$ cat src/design/ffa_pkg.sv
// ----------------------------------------------------------------------------
// ffa_pkg
// shared types and constants of the first-fit heap allocator
// ----------------------------------------------------------------------------
package ffa_pkg;

	localparam int MAX_BLOCKS_DEF   = 64;
	localparam int HEADER_BYTES_DEF = 12;
	localparam int OFFSET_BITS_DEF  = 16;

	localparam int SIZE_W  = 16;
	localparam int LIMIT_W = 17;
	localparam logic [LIMIT_W-1:0] LIMIT_RESET = 17'd65536;

	localparam logic FN_ALLOC = 1'b0;
	localparam logic FN_FREE  = 1'b1;

	typedef enum logic [2:0] {
		STS_OK,
		STS_NULL,
		STS_NOMEM,
		STS_FULL,
		STS_NOTFOUND
	} status_t;

	typedef enum logic [1:0] {
		CMD_NONE,
		CMD_WRITE,
		CMD_MERGE
	} cell_op_t;

	typedef enum logic [2:0] {
		S_IDLE,
		S_START,
		S_SCAN,
		S_DECIDE,
		S_MERGE_R,
		S_MERGE_L,
		S_DONE
	} state_t;

	// search token flags handed from cell to cell
	typedef struct packed {
		logic valid;
		logic found;
		logic last_free;
		logic prev_free;
		logic next_free;
	} tok_flags_t;

endpackage

$ cat src/design/ffa_cell.sv
// ----------------------------------------------------------------------------
// ffa_cell
// one table entry of the allocator chain with its slice of the search token
// ----------------------------------------------------------------------------
module ffa_cell #(
	parameter int IDX          = 0,
	parameter int MAX_BLOCKS   = ffa_pkg::MAX_BLOCKS_DEF,
	parameter int HEADER_BYTES = ffa_pkg::HEADER_BYTES_DEF,
	parameter int OFFSET_BITS  = ffa_pkg::OFFSET_BITS_DEF,
	localparam int IDX_W = $clog2(MAX_BLOCKS),
	localparam int CNT_W = $clog2(MAX_BLOCKS + 1)
) (
	input  logic                   clk,
	input  logic                   arst_n,
	input  ffa_pkg::cell_op_t      cmd_op,
	input  logic [IDX_W-1:0]       cmd_idx,
	input  logic [CNT_W-1:0]       count,
	input  logic                   func,
	input  logic [15:0]            req_size,
	input  logic [15:0]            free_off,
	input  logic [OFFSET_BITS-1:0] w_start,
	input  logic [OFFSET_BITS-1:0] w_size,
	input  logic [OFFSET_BITS-1:0] r_start,
	input  logic [OFFSET_BITS-1:0] r_size,
	input  logic                   r_free,
	output logic [OFFSET_BITS-1:0] start,
	output logic [OFFSET_BITS-1:0] size,
	output logic                   free,
	input  ffa_pkg::tok_flags_t    tin,
	input  logic [IDX_W-1:0]       tin_idx,
	input  logic [OFFSET_BITS-1:0] tin_start,
	output ffa_pkg::tok_flags_t    tout,
	output logic [IDX_W-1:0]       tout_idx,
	output logic [OFFSET_BITS-1:0] tout_start
);

	localparam int CW = (OFFSET_BITS > 16) ? OFFSET_BITS : 16;
	localparam int SW = (OFFSET_BITS + 1 > 16) ? OFFSET_BITS + 1 : 16;

	logic [OFFSET_BITS-1:0] start_q, size_q;
	logic                   free_q;
	ffa_pkg::tok_flags_t    tok_q;
	ffa_pkg::tok_flags_t    tok_d;
	logic [IDX_W-1:0]       tok_idx_q;
	logic [OFFSET_BITS-1:0] tok_start_q;

	logic                   live, fit, hit, match, after_hit;
	logic [SW-1:0]          data_off;

	assign live      = CNT_W'(IDX) < count;
	assign fit       = free_q && (CW'(size_q) >= CW'(req_size));
	assign data_off  = SW'(start_q) + SW'(HEADER_BYTES);
	assign hit       = data_off == SW'(free_off);
	assign match     = live && ((func == ffa_pkg::FN_FREE) ? hit : fit);
	assign after_hit = (IDX != 0) && (tin_idx == IDX_W'(IDX - 1));

	// table entry
	always_ff @(posedge clk) begin
		if (cmd_op == ffa_pkg::CMD_WRITE && cmd_idx == IDX_W'(IDX)) begin
			start_q <= w_start;
			size_q  <= w_size;
			free_q  <= 1'b0;
		end else if (cmd_op == ffa_pkg::CMD_MERGE && cmd_idx == IDX_W'(IDX)) begin
			size_q <= size_q + OFFSET_BITS'(HEADER_BYTES) + r_size;
		end else if (cmd_op == ffa_pkg::CMD_MERGE && cmd_idx < IDX_W'(IDX)) begin
			start_q <= r_start;
			size_q  <= r_size;
			free_q  <= r_free;
		end else if (tin.valid && !tin.found && match) begin
			free_q <= (func == ffa_pkg::FN_FREE);
		end
	end

	// next token flags
	always_comb begin
		tok_d           = tin;
		tok_d.last_free = live && free_q;
		if (tin.valid && !tin.found && match) begin
			tok_d.found     = 1'b1;
			tok_d.prev_free = tin.last_free;
		end else if (tin.valid && tin.found && after_hit) begin
			tok_d.next_free = live && free_q;
		end
	end

	// token stage
	always_ff @(posedge clk or negedge arst_n) begin
		if (!arst_n) begin
			tok_q <= '0;
		end else begin
			tok_q <= tok_d;
		end
	end

	always_ff @(posedge clk) begin
		if (tin.valid && !tin.found && match) begin
			tok_idx_q   <= IDX_W'(IDX);
			tok_start_q <= start_q;
		end else begin
			tok_idx_q   <= tin_idx;
			tok_start_q <= tin_start;
		end
	end

	assign start      = start_q;
	assign size       = size_q;
	assign free       = free_q;
	assign tout       = tok_q;
	assign tout_idx   = tok_idx_q;
	assign tout_start = tok_start_q;

endmodule

$ cat config.mk
export PLATFORM = sky130hd
export DESIGN_NAME = ffa_cell
export DESIGN_NICKNAME = d
export VERILOG_FILES = /design/src/design/ffa_pkg.sv /design/src/design/ffa_cell.sv
export SDC_FILE = /design/constraint.sdc
export NUM_CORES = 1
export LEC_CHECK = 0
export ABC_AREA = 1
export BUFFER_PORTS_ARGS = -buffer_cell sky130_fd_sc_hd__buf_2
export CORE_UTILIZATION = 51
export CTS_CLUSTER_DIAMETER = 30
export DETAILED_ROUTE_END_ITERATION = 6
export PLACE_DENSITY = 0.95
export RECOVER_POWER = 100
export SYNTH_ARGS = -nofsm -noshare
export SYNTH_HDL_FRONTEND = slang
export SYNTH_SLANG_ARGS = --single-unit
$ cat constraint.sdc
create_clock -name clk -period 3.9 [get_ports clk]
set_input_delay 0.585 -clock clk [delete_from_list [all_inputs] [get_ports clk]]
set_output_delay 0.585 -clock clk [all_outputs]
set_load 0.005 [all_outputs]
# Yosys cells after proc, flatten, opt, wreduce, memory -nomap -nowiden
# Cells that the tools add are included.
# W data, S select, Z words.
# totals
register_bits	60
input_bits	142
out_inout_bits	60
word_cells	48
# op_classes
add_sub_neg	3
magnitude_cmp	3
n_eq_ne	4
n_mux	12
bitwise	1
reduce_logical	15
# ops
operator	n
$mux W16	7
$add A16 B4 Y17 const B	1
$eq A17 B16 Y1	1
$add A16 B16 Y16	1
$add A16 B4 Y16 const B	1
$ge A16 B16 Y1	1
$logic_and A1 B1 Y1	8
$lt A1 B7 Y1 const A	1
$logic_not A6 Y1	1
$lt A6 B1 Y1 const B	1
$mux W1	5
$reduce_and A2 Y1	2
$reduce_bool A2 Y1	2
$reduce_bool A3 Y1	1
$eq A2 B1 Y1 const B	1
$eq A2 B2 Y1 const B	1
$ne A2 B2 Y1 const B	1
$logic_not A1 Y1	1
$not A1 Y1	1

# Longest topological paths before layout
# logic_depth
ltp_word	7
ltp_mapped	16
mapped_depth_nobuf	16

# Worst setup path before layout
# No wires, ideal clock.
# synth_path
path_kind	input to register
from	in r_size[1]
to	reg size_q[11], in the netlist size[11] (data pin)
setup_time_ns	0.255
t_arrival_ns	2.358
required_time_ns	3.645
setup_slack_ns	1.288
stages	12
n_path_buf	0
path_cell_list	ha_1 > ha_1 > fa_1 > inv_1 > o31ai_1 > inv_1 > o21bai_1 > a21oi_1 > inv_1 > or2_2 > nand3_1 > nand2_1
# synth_between
elab_chain_cells	3
# synth_lines
element	line_no	source
start: declaration	ffa_cell.sv:24	input logic [OFFSET_BITS-1:0] r_size,
$add A16 B16 Y16	ffa_cell.sv:64	size_q <= size_q + OFFSET_BITS'(HEADER_BYTES) + r_size;
$mux W16	ffa_cell.sv:63	end else if (cmd_op == ffa_pkg::CMD_MERGE && cmd_idx == IDX_W'(IDX)) begin
$mux W16	ffa_cell.sv:59	if (cmd_op == ffa_pkg::CMD_WRITE && cmd_idx == IDX_W'(IDX)) begin
end signal: assignment	ffa_cell.sv:61	size_q <= w_size;
end signal: assignment	ffa_cell.sv:64	
end signal: assignment	ffa_cell.sv:67	size_q <= r_size;
end: declaration	ffa_cell.sv:40	logic [OFFSET_BITS-1:0] start_q, size_q;
# Every way passes these cells.
# A chain may end at the register's enable or synchronous reset.

# Final worst setup path
# layout_path
from	in cmd_idx[3]
to	reg size_q[3], in the netlist size[3] (data pin)
# layout_between
elab_chain_cells	4
elab_cells_between_ends	5
classes_between	mux (2); reduce/logical (3)
# layout_lines
element	line_no	source
start: declaration	ffa_cell.sv:16	input logic [IDX_W-1:0] cmd_idx,
$logic_not A6 Y1 (*)	ffa_cell.sv:59, ffa_cell.sv:63	
$logic_and A1 B1 Y1	ffa_cell.sv:63	
$mux W16	ffa_cell.sv:63	
$mux W16 (*)	ffa_cell.sv:59	
# Mark *: on every way between the ends. The rest lies on a longest branch, timed or not.

==> results.yml <==
clock_tree:
  cts.sinks: 60
  cts_setup_buffers: 0
  worstSkewPairLatency_ps: 330
  clockBufferDepth: 2
  cts_root_buf: "clkbuf_8"
  cts_tree: "yes"
  clkTransAtPathRegs_ps: 70
  hold_buffers: 0
  cts_buffers: 9
  cts_resized: 0
  htreeDepth: 3
timing:
  holdWs_ps: 123.3
  slew_violations: 41
  post-route-period-util_pct: 77.98
  maxSlewHeadroom_pct: -34.77
  fin_crit_ps: 3041
  tightest_slew_ps: 2022
  finClkSkew_ps: 12.30
  setup_viol: 0
  fmax_mhz: 328.8
  tns_ps: 0
  hold_viol_final: 0
  rsz0062_at_grt: "false"
setup_path:
  crit_slowest_cell: "clkbuf_1"
  critical_path.top_delay_family: "buffers and inverters"
  criticalPathCategory: "input port to register"
  crit_path_end: "size[3]$_DFFE_PP_"
  cp.arrival_ps: 3020
  cp_num_buf_inv: 3
  cp.depth: 7
  worstRegToRegCells: 11
  worst_ep_required_time_ps: 3880
  crit_path_cell_trace: "buf_2 > nor2_1 > and3_1 > inv_1 > nor3_1 > clkbuf_1 > o21ai_0"
  r2r_end: "size[13]$_DFFE_PP_"
  r2r_slack_ps: 900
  r2r-start: "size[1]$_DFFE_PP_"
  crit_fanout: 40
  crit_path_start: "cmd_idx[3]"
  cp-end-kind: "register"
  start_kind: "input port"
  cpPeakStageDelay_ps: 1490
drt:
  ant_nets: 0
  post-route-drc-count: 0
  drt_iter0_drc: 117
  finalWirelength_um: 11040
  via_per_inst: 5.240
  first_pass_iters: 6
  vias: 4197
  post_drt_wl_per_cell_um: 13.78
yosys:
  synth_edf_count: 32
  ys_warn_count: 0
  synth_area_per_cell_um2: 8.124
  async_reset_ff_share_pct: 8.333
  syn_area_um2: 4103
  ys_seq_area_share_pct: 37.69
  synth_area_leaders: "edfxtp_1, ha_1, nand2_1"
  syn_nets: 694
  synth_area_leader_cell: "edfxtp_1"
  syn_inst: 505
  synthDominantCellAreaShare_pct: 23.42
  ys_ff_latch: 60
  synthFlopType: "edfxtp_1"
  yosys.cell_types.count: 37
cells_and_area:
  antenna_cells: 0
  drive_above_1_share_pct: 26.75
  fill_cells: 643
  syn_to_final_growth_pct: 27.60
  nNetsFinal: 883
  fin_cells: 801
floorplanning:
  start_util_pct: 52.82
  die_h_um: 91.69
  die_w_um: 91.69
  fp-row-count: 32
  die_area_um2: 8407
  top_level_ports: 202
  core_um2: 7767
global_routing:
  antenna_found_initial: 0
  grtUsageTotal_pct: 26.38
  overflow: 0
  grt_pass1_wl_um: 17480
  grt_start_max_net_pins: 42
  grt_pass1_vias: 4109
power:
  total_leakage_power_uw: 0.002798
  irDropWorstVdd_v: 0.0001538
  powerDensity_nw_per_um2: 313.8
flow_run:
  maxCapViolations: 1
status:
  status: "complete, but fails checks"
  violations: "max-capacitance violations, max-slew violations"
placed_design:
  dp_cells: 785
  gp_congestion: 0.8765
  place_hpwl_um: 8761
  place.port_buffers: 184
hold_path:
  holdCritPathClass: "input port to asynchronous set/reset pin"
==> final cells by class <==
| type | count | area, um^2 | share of cell area, % |
|---|---|---|---|
| clock inverter | 5 | 81.33 | 1.554 |
| sequential | 60 | 1546 | 29.54 |
| inverter | 86 | 322.8 | 6.166 |
| tap | 102 | 127.6 | 2.438 |
| multi-input combinational | 352 | 2107 | 40.25 |
| clock buffer | 11 | 162.7 | 3.107 |
| timing repair buffer | 185 | 887.1 | 16.95 |
==> sequential cells by signal, summed over array words and instances (netlist names) <==
register,flops
size,16
start,16
tout_start,16
tout_idx,6
tout,5
free,1
==> cell usage after synthesis, types with 2 or more instances <==
cell	instances
nor2_1	27
a21o_1	5
clkbuf_1	2
xor2_1	10
nor2_2	2
dfxtp_1	23
nand3_1	26
nor2_4	3
o21ai_0	21
o21bai_1	3
o21ai_2	17
nor3_1	4
buf_6	4
xnor2_1	8
ha_1	46
inv_2	3
a21oi_1	23
nand2_2	9
nand2_1	123
dfrtp_1	5
edfxtp_1	32
o31ai_1	3
nand4_1	10
inv_1	82
nor4_1	2
==> how the worst min path moves through the flow <==
stage                       from                 to  slack [ps]  cells after the start
after global routing      arst_n  tout[3]$_DFF_PN0_         120                      1
after floorplan           arst_n  tout[0]$_DFF_PN0_         290                      0
after CTS                 arst_n  tout[3]$_DFF_PN0_          60                      1
after detailed placement  arst_n  tout[4]$_DFF_PN0_         420                      1
after global placement    arst_n  tout[4]$_DFF_PN0_         420                      1
final                     arst_n  tout[3]$_DFF_PN0_         120                      1
==> worst reg2reg max path, delay by kind of cell, from the launching register on <==
kind / cells / cell delay (ps)
flops: 1 / 440
compound gates: 5 / 1170
xor+xnor: 1 / 170
fa+ha+maj: 3 / 720
buf+inv: 2 / 180
==> per-stage QoR <==
step	instance area (um^2)	worst slack, ps	total power, uW	utilization (%)
6_report	5235	858.8	1643	67.40
5_1_grt	5235	619.1	1716	67.40
4_1_cts	5349	1063	1664	68.86
3_5_place_dp	5105	872.1	988.2	65.72
3_3_place_gp	5105	981.6	970.4	65.72
2_1_floorplan	4103	1288	865.4	-
==> cell families (layout without fill, tap and decap cells) <==
logic type      Yosys count  after routing  share of synthesized area (%)
compound gates           75             75                          11.59
xor+xnor                 18             18                          3.843
fa+ha+maj                47             47                          14.52
buf+inv                  93            287                          9.332
flops                    60             60                          37.69
simple gates            212            212                          23.03
==> power breakdown <==
group | total (uW) | switching, uW | internal [uW]
registers | 704 | 9.12 | 695
logic | 264 | 139 | 125
clock network | 676 | 260 | 416
==> metal layers <==
layer  share of wire [%]  global-route usage, %  vias to the layer above
li1                    -                      -                     2030
met3                 8.3                  6.302                       38
met1                  37                  26.74                     1902
met2                  52                  49.87                      227
met4                 3.1                  13.54                        0
met5                   0                      0                        -
==> layout by cell type (no fill, tap or decap), types with 3 or more instances in the layout <==
cell      synthesis  routed
dfrtp_1           5       5
a21o_1            5       5
o21ai_0          21      32
xor2_1           10      10
clkbuf_1          2      31
edfxtp_1         32      32
inv_1            82      82
ha_1             46      46
xnor2_1           8       8
inv_2             3       3
buf_2             0     154
o21ai_2          17       6
nand2_1         123     130
nor3_1            4       5
nand4_1          10      10
nor2_1           27      28
nor2_4            3       3
clkbuf_8          0      10
o21bai_1          3       3
o31ai_1           3       3
dfxtp_1          23      23
nand3_1          26      26
a21oi_1          23      23
No activity file was read; power rests on OpenSTA's default activity.
